--- src/hw/rtl/sbon_pkg.sv ---
package sbon_pkg;

  localparam int unsigned MaskW = 8;
  localparam int unsigned TickW = 16;
  localparam int unsigned CfgW  = 16;
  localparam int unsigned SlotW = 4;

  // Hard ceiling on the number of client slots; the masks are this wide.
  localparam int unsigned MaxClients = 8;

  typedef enum logic [2:0] {
    CmdRegister   = 3'd0,
    CmdUnregister = 3'd1,
    CmdRequest    = 3'd2,
    CmdRelease    = 3'd3,
    CmdTick       = 3'd4
  } cmd_e;

  typedef enum logic [2:0] {
    StOk      = 3'd0,
    StInvalid = 3'd1,
    StWaiting = 3'd2,
    StTimeout = 3'd3,
    StBusy    = 3'd4,
    StNothing = 3'd5
  } status_e;

  typedef enum logic [1:0] {
    CfgMode       = 2'd0,
    CfgMaxClients = 2'd1,
    CfgReqTimeout = 2'd2,
    CfgRelTimeout = 2'd3
  } cfg_idx_e;

  typedef struct packed {
    logic [2:0]       cmd;
    logic [MaskW-1:0] mask;
    logic             partner;
  } item_t;

  typedef struct packed {
    status_e          status;
    logic [MaskW-1:0] assigned;
    logic             owner;
    logic [MaskW-1:0] requested;
  } result_t;

  typedef struct packed {
    logic            we;
    cfg_idx_e        idx;
    logic [CfgW-1:0] wdata;
  } cfg_wr_t;

endpackage

--- src/hw/rtl/sbon_core.sv ---
module sbon_core import sbon_pkg::*; (
  input  logic    clk_i,
  input  logic    rst_ni,
  input  cfg_wr_t cfg_i,
  input  logic    en_i,
  input  item_t   item_i,
  output result_t result_o
);

  logic             mode_q;
  logic [SlotW-1:0] max_clients_q;
  logic [TickW-1:0] req_to_q, rel_to_q;

  logic [MaskW-1:0] reg_q, reg_d, req_q, req_d;
  logic             waiting_q, waiting_d;
  logic             target_q, target_d;
  logic             owner_q, owner_d;
  logic [TickW-1:0] ticks_q, ticks_d;

  logic [MaskW-1:0] limit_mask, free_mask, lowest_free;
  logic [TickW-1:0] req_load, rel_load, ticks_dec;
  status_e          status;
  logic [MaskW-1:0] assigned;
  cmd_e             cmd;

  assign cmd = cmd_e'(item_i.cmd);

  always_comb begin
    for (int i = 0; i < MaskW; i++) begin
      limit_mask[i] = ({{(32-SlotW){1'b0}}, max_clients_q} > i) && (i < MaxClients);
    end
  end

  assign free_mask   = ~reg_q & limit_mask;
  assign lowest_free = free_mask & (~free_mask + {{(MaskW-1){1'b0}}, 1'b1});

  // A zero timeout behaves as a single tick.
  assign req_load  = (req_to_q == '0) ? {{(TickW-1){1'b0}}, 1'b1} : req_to_q;
  assign rel_load  = (rel_to_q == '0) ? {{(TickW-1){1'b0}}, 1'b1} : rel_to_q;
  assign ticks_dec = (ticks_q != '0) ? ticks_q - {{(TickW-1){1'b0}}, 1'b1} : ticks_q;

  always_comb begin
    reg_d     = reg_q;
    req_d     = req_q;
    waiting_d = waiting_q;
    target_d  = target_q;
    owner_d   = owner_q;
    ticks_d   = ticks_q;
    status    = StNothing;
    assigned  = '0;
    priority if (waiting_q && (cmd == CmdRegister || cmd == CmdUnregister ||
                               cmd == CmdRequest || cmd == CmdRelease)) begin
      status = StBusy;
    end else begin
      unique case (cmd)
        CmdRegister: begin
          assigned = lowest_free;
          reg_d    = reg_q | lowest_free;
          req_d    = req_q | lowest_free;
          status   = StOk;
        end
        CmdUnregister: begin
          reg_d  = reg_q & ~item_i.mask;
          status = StOk;
        end
        CmdRequest: begin
          if ((item_i.mask & reg_q) == '0) begin
            status = StInvalid;
          end else begin
            status = StOk;
            if (req_q == '0 && !mode_q) begin
              owner_d   = 1'b0;
              target_d  = 1'b0;
              ticks_d   = req_load;
              waiting_d = 1'b1;
              status    = StWaiting;
            end
            req_d = req_q | item_i.mask;
          end
        end
        CmdRelease: begin
          if ((item_i.mask & reg_q) == '0) begin
            status = StInvalid;
          end else if (req_q == '0) begin
            status = StOk;
          end else begin
            status = StOk;
            if (req_q == item_i.mask && !mode_q) begin
              owner_d   = 1'b1;
              target_d  = 1'b1;
              ticks_d   = rel_load;
              waiting_d = 1'b1;
              status    = StWaiting;
            end
            req_d = req_q & ~item_i.mask;
          end
        end
        CmdTick: begin
          if (waiting_q) begin
            if (item_i.partner == target_q) begin
              waiting_d = 1'b0;
              ticks_d   = '0;
              status    = StOk;
            end else begin
              ticks_d = ticks_dec;
              if (ticks_dec == '0) begin
                waiting_d = 1'b0;
                status    = StTimeout;
              end else begin
                status = StWaiting;
              end
            end
          end
        end
        default: status = StNothing;
      endcase
    end
  end

  assign result_o.status    = status;
  assign result_o.assigned  = assigned;
  assign result_o.owner     = owner_d;
  assign result_o.requested = req_d;

  always_ff @(posedge clk_i or negedge rst_ni) begin
    if (!rst_ni) begin
      mode_q        <= 1'b0;
      max_clients_q <= SlotW'(1);
      req_to_q      <= TickW'(500);
      rel_to_q      <= TickW'(500);
    end else if (cfg_i.we) begin
      unique case (cfg_i.idx)
        CfgMode:       mode_q        <= cfg_i.wdata[0];
        CfgMaxClients: max_clients_q <= cfg_i.wdata[SlotW-1:0];
        CfgReqTimeout: req_to_q      <= cfg_i.wdata[TickW-1:0];
        CfgRelTimeout: rel_to_q      <= cfg_i.wdata[TickW-1:0];
        default: ;
      endcase
    end
  end

  always_ff @(posedge clk_i or negedge rst_ni) begin
    if (!rst_ni) begin
      reg_q     <= '0;
      req_q     <= '0;
      waiting_q <= 1'b0;
      target_q  <= 1'b0;
      owner_q   <= 1'b0;
      ticks_q   <= '0;
    end else if (en_i) begin
      reg_q     <= reg_d;
      req_q     <= req_d;
      waiting_q <= waiting_d;
      target_q  <= target_d;
      owner_q   <= owner_d;
      ticks_q   <= ticks_d;
    end
  end

  // The tick counter is non-zero exactly while a handshake is running.
  a_wait_count: assert property (@(posedge clk_i) disable iff (!rst_ni)
    waiting_q == (ticks_q != '0))
    else $error("wait flag and tick count disagree");

  // A rejected command leaves both client masks untouched.
  a_busy_holds: assert property (@(posedge clk_i) disable iff (!rst_ni)
    (en_i && status == StBusy) |=> ($stable(reg_q) && $stable(req_q)))
    else $error("busy command changed the client masks");

  // Registration hands out at most one slot, and only a free one.
  a_assign_free: assert property (@(posedge clk_i) disable iff (!rst_ni)
    en_i |-> ($onehot0(assigned) && ((assigned & reg_q) == '0)))
    else $error("register gave a taken or multiple slot");

endmodule

--- src/hw/rtl/shared_bus_ownership_negotiator_top.sv ---
// Channel   | Direction | tdata (low bit up)                         | tuser
// s_axis    | in        | client_mask[7:0], partner_line             | command[2:0]
// m_axis    | out       | assigned_mask[7:0], owner_drive, requested_now[7:0] | status[2:0]
// cfg       | in        | cfg_idx_i selects register, cfg_wdata_i is the value | -
//
// Each transaction passes through the input register and then the result
// register; the command logic between them is combinational, so one
// transaction is accepted per clock unless the result channel stalls.
// Reset is asynchronous and active low; it clears the client masks, the wait
// state and the owner line, and loads the register defaults.
// A stalled result stalls the input register only once both are full.
module shared_bus_ownership_negotiator_top import sbon_pkg::*; (
  input  logic        clk_i,
  input  logic        rst_ni,
  input  logic        cfg_we_i,
  input  logic [1:0]  cfg_idx_i,
  input  logic [15:0] cfg_wdata_i,
  input  logic        s_axis_tvalid,
  output logic        s_axis_tready,
  // client_mask[7:0], partner_line[8], zero fill to bit 15.
  input  logic [15:0] s_axis_tdata,
  // command[2:0].
  input  logic [2:0]  s_axis_tuser,
  output logic        m_axis_tvalid,
  input  logic        m_axis_tready,
  // assigned_mask[7:0], owner_drive[8], requested_now[16:9], zero fill to bit 23.
  output logic [23:0] m_axis_tdata,
  // status[2:0].
  output logic [2:0]  m_axis_tuser
);

  item_t   item_q;
  logic    in_valid_q;
  result_t res_d, res_q;
  logic    out_valid_q;
  logic    advance;
  cfg_wr_t cfg;

  // An item moves into the result register when that register is empty or
  // its transaction completes in this cycle.
  assign advance       = in_valid_q && (!out_valid_q || m_axis_tready);
  assign s_axis_tready = !in_valid_q || advance;

  assign cfg.we    = cfg_we_i;
  assign cfg.idx   = cfg_idx_e'(cfg_idx_i);
  assign cfg.wdata = cfg_wdata_i;

  always_ff @(posedge clk_i or negedge rst_ni) begin
    if (!rst_ni) begin
      in_valid_q <= 1'b0;
    end else if (s_axis_tready) begin
      in_valid_q <= s_axis_tvalid;
    end
  end

  always_ff @(posedge clk_i) begin
    if (s_axis_tvalid && s_axis_tready) begin
      item_q.cmd     <= s_axis_tuser;
      item_q.mask    <= s_axis_tdata[7:0];
      item_q.partner <= s_axis_tdata[8];
    end
  end

  sbon_core u_core (
    .clk_i    (clk_i),
    .rst_ni   (rst_ni),
    .cfg_i    (cfg),
    .en_i     (advance),
    .item_i   (item_q),
    .result_o (res_d)
  );

  always_ff @(posedge clk_i or negedge rst_ni) begin
    if (!rst_ni) begin
      out_valid_q <= 1'b0;
    end else if (advance) begin
      out_valid_q <= 1'b1;
    end else if (m_axis_tready) begin
      out_valid_q <= 1'b0;
    end
  end

  always_ff @(posedge clk_i) begin
    if (advance) begin
      res_q <= res_d;
    end
  end

  assign m_axis_tvalid = out_valid_q;
  assign m_axis_tuser  = res_q.status;
  assign m_axis_tdata  = {7'b0, res_q.requested, res_q.owner, res_q.assigned};

endmodule

--- config.mk ---
export PLATFORM = sky130hd
export DESIGN_NAME = shared_bus_ownership_negotiator_top
export DESIGN_NICKNAME = d
export VERILOG_FILES = /design/src/hw/rtl/sbon_pkg.sv /design/src/hw/rtl/sbon_core.sv /design/src/hw/rtl/shared_bus_ownership_negotiator_top.sv
export SDC_FILE = /design/constraint.sdc
export NUM_CORES = 1
export LEC_CHECK = 0
export BUFFER_PORTS_ARGS = -buffer_cell sky130_fd_sc_hd__clkbuf_2
export CAP_MARGIN = 20
export CORE_AREA = 2 2 151 153
export DETAILED_ROUTE_END_ITERATION = 8
export DIE_AREA = 0 0 153 155
export GPL_TIMING_DRIVEN = 0
export MAX_ROUTING_LAYER = met4
export PLACE_DENSITY = 0.53
export SLEW_MARGIN = 20
export SYNTH_ARGS = -nofsm -noshare
export SYNTH_HDL_FRONTEND = slang
export SYNTH_SLANG_ARGS = --single-unit
--- constraint.sdc ---
create_clock -name clk_i -period 3.25 [get_ports clk_i]
set_input_delay 0.975 -clock clk_i [delete_from_list [all_inputs] [get_ports clk_i]]
set_output_delay 0.975 -clock clk_i [all_outputs]
set_load 0.05 [all_outputs]
==> results_dict.tcl <==
set metrics [dict create \
    post_synth_main_area_contributors "dfrtp_1 (26%), edfxtp_1 (16%), mux2_2 (7.8%), dfstp_2 (5.8%), ha_1 (3.8%)" \
    worst_skew_pair.late_latency_ps 360 \
    r2r-start "item_q[11]" \
    clkSlewWorstSetupHoldPaths_ps 70 \
    peakVddDrop_uv 307.0 \
    finish.net_count 692 \
    hold_path.startpoint "u_core.target_q" \
    start_util 0.2651 \
    synth-async-reset-ratio 0.6981 \
    number_of_register_bits_inferred_by_synthesis 106 \
    worstSetupStartpointType "flop" \
    floorplan.die.width_um 153 \
    design.die.area_um2 23720 \
    detail_route.drc_violations 0 \
    maxCapViolCount 0 \
    numCtsBuffers 9 \
    num-fill-cells 2338 \
    grt_pass1_wl_um 26650 \
    worst_clock_skew_ps 7.117 \
    tritoncts_clock_tree "built" \
    cts_htree_levels 3 \
    antenna_found_initial 0 \
    fp-row-count 55 \
    synth.top_cell.area_share 0.2590 \
    finalHoldViolCount 0 \
    edff_count_synth 32 \
    total_leakage_power_nw 2.672 \
    yosysWarningCount 0 \
    grt_start_max_net_pins 49 \
    die_height_um 155 \
    global_route.overflow_total 0 \
    hold_path_cell_cnt 1 \
    clockRootBuffer "clkbuf_16" \
    clock-sinks 106 \
    post_synth_inst_count 557 \
    num_io_pins 71 \
    worst_r2r_path_depth 7 \
    hold_ws_ps 522.1 \
    clock_tree.buffer_depth 2 \
    power.switching_mw 1.412 \
    setup_viol_count_final 0 \
    worstHoldPathType "flop to flop" \
    final_min_period_over_clock_period 0.9310 \
    critPathCaptureType "flop" \
    synth_seq_area_share 0.4800 \
    internal_power_mw 2.591 \
    avg_vias_per_cell 5.210 \
    worst_slew_margin_rel 0.2517 \
    place.gp.congestion 0.9222 \
    diodes 0 \
    drt_wl_total_um 16660 \
    maximum_net_fanout_on_the_critical_path 10 \
    area_delta_synth_final_pct 17.01 \
    ys_dominant_reg_cell "dfrtp_1" \
    critPathArrivalTime_ps 3270 \
    coreArea_um2 22230 \
    max_freq_mhz 330.5 \
    power_frac_clock 0.271 \
    drt_iter0_drc 335 \
    status "complete, no violations" \
    first_global_vias 4622 \
    fraction_of_layout_instances_using_a_drive_strength_above_1 0.2433 \
    synth_area_leader_cell "dfrtp_1" \
    power.density_nw_per_um2 580.6 \
    synthDistinctLibCells 76 \
    area.sequential_um2 2829 \
    netSwitchingFraction 0.3527 \
    synthesized_area_divided_by_synthesized_cell_count_um2 10.58 \
    period_needed_ps 3026 \
    io_buffers 56 \
    power.combinational.fraction 0.275 \
    post_cts_buffers 0 \
    detailedRoute.firstPassIterationCount 5 \
    critical_path_class "flop to flop" \
    share_seq_of_total_power 0.453 \
    r2r_setup_slack_ps 220 \
    multiInputGateArea_um2 2821 \
    hold_path_end "u_core.target_q" \
    dpl.hpwl_um 12570 \
    placedInstanceArea_um2 6596 \
    dr_total_vias 4804 \
    finalInstanceArea_um2 6895 \
    rr_endpoint "u_core.ticks_q[4]" \
    critical_path_required_ps 3490 \
    timing_worst_slew_pin_value_ps 1094 \
    globalRouteTotalUtil 0.1458 \
    syn_area_um2 5893 \
    detail-route-antenna-nets 0 \
    wl_per_cell_um 18.07 \
    grt_setup_unrepaired "no" \
    finalMaxSlewViolations 0 \
]
kinds of logic after synthesis:
kind of cell,after synthesis,synth area share
DFF,106,0.4800
AOI/OAI and AO/OA,147,0.1862
muxes,43,0.08259
and+or+nand+nor,176,0.1628
xor gates and xnor gates,1,0.001486
buffers and inverters,65,0.04798
adders and majority gates,18,0.03822
other,1,0.0006363
worst max-delay path: stages, from the launching register on:
cell and delay (ps):
edfxtp_1 330, clkbuf_1 330, nor3b_4 530, o211ai_1 200
a211oi_2 540, clkbuf_1 490, o311ai_0 290, o2bb2ai_1 190
what timing repair did:
action                     CTS  global route
hold buffers                 0             0
cloned                       0             0
gates resized for setup      1             1
setup endpoints to repair   15            12
how the worst max path moves through the flow:
stage,start,endpoint,cells past startpoint
6_report,item_q[11],u_core.ticks_q[4],7
5_1_grt,u_core.req_q[2],u_core.ticks_q[4],8
4_1_cts,item_q[11],u_core.ticks_q[4],7
3_5_place_dp,item_q[11],u_core.ticks_q[14],7
3_3_place_gp,item_q[11],u_core.ticks_q[9],7
2_1_floorplan,m_axis_tready,u_core.waiting_q,5
metal layers:
layer / track usage / vias up / wire, µm
li1: - / 2283 / -
met1: 0.2130 / 2359 / 8467
met2: 0.2131 / 145 / 7226
met3: 0.02061 / 17 / 762
met4: 0.03616 / 0 / 206
met5: - / - / 0
cell usage after synthesis (all sizes together) (6+ instances only):
cell / number
a211oi: 7
a21oi: 17
a221oi: 7
a22o: 6
a31oi: 9
buf: 13
clkbuf: 24
dfrtp: 61
dfstp: 13
edfxtp: 32
ha: 18
inv: 27
mux2: 42
nand2: 30
nand3: 13
nor2: 39
nor3: 20
nor4: 21
o211ai: 6
o21ai: 11
o22ai: 12
o2bb2ai: 17
o41ai: 7
or3: 6
power by group through the flow:
stage / sequential (mW) / combinational (mW) / clock, mW
finish: 1.82 / 1.10 / 1.09
global route: 1.85 / 1.21 / 1.16
CTS: 1.81 / 1.09 / 1.12
detailed placement: 1.84 / 1.08 / 0
global placement: 1.84 / 1.08 / 0
floorplan: 1.82 / 0.760 / 0
per-stage QoR:
| stage | setup slack [ps] | power, mW | setup TNS [ps] | cells | utilization |
|---|---|---|---|---|---|
| 6_report | 224.2 | 4.003 | 0 | 922 | 0.3102 |
| 5_1_grt | 24.89 | 4.215 | 0 | 922 | 0.3102 |
| 3_3_place_gp | -239.0 | 2.920 | -2766 | 904 | 0.2948 |
| 4_1_cts | 82.66 | 4.019 | 0 | 922 | 0.3099 |
| 2_1_floorplan | 688.7 | 2.578 | 0 | 563 | - |
| 3_5_place_dp | -229.9 | 2.920 | -2561 | 906 | 0.2968 |
sequential cells by signal, summed over array words and instances (netlist names), 3 cells and up:
name and cells:
item_q 12, u_core.req_to_q 16, u_core.rel_to_q 16, m_axis_tuser 3
m_axis_tdata 17, u_core.req_q 8, u_core.reg_q 8, u_core.max_clients_q 4
u_core.ticks_q 16
cell usage in the layout, fill, tap and decap left out, drive strengths merged, types with 13 or more instances in the layout:
master,Yosys,routed
dfstp,13,13
nand2,30,30
nor4,21,21
a21oi,17,17
edfxtp,32,32
clkbuf,24,91
inv,27,30
mux2,42,42
ha,18,18
nor3,20,20
nand3,13,13
buf,13,15
o2bb2ai,17,17
dfrtp,61,61
nor2,39,39
area by class of cell:
type / count / share of cell area
Sequential cell: 106 / 0.4103
Clock inverter: 5 / 0.005081
Inverter: 28 / 0.01524
Clock buffer: 11 / 0.03665
Buffer: 37 / 0.02577
Timing Repair Buffer: 58 / 0.04609
Multi-Input combinational cell: 392 / 0.4092
Tap cell: 285 / 0.05171
Power figures use the tool's default switching activity.
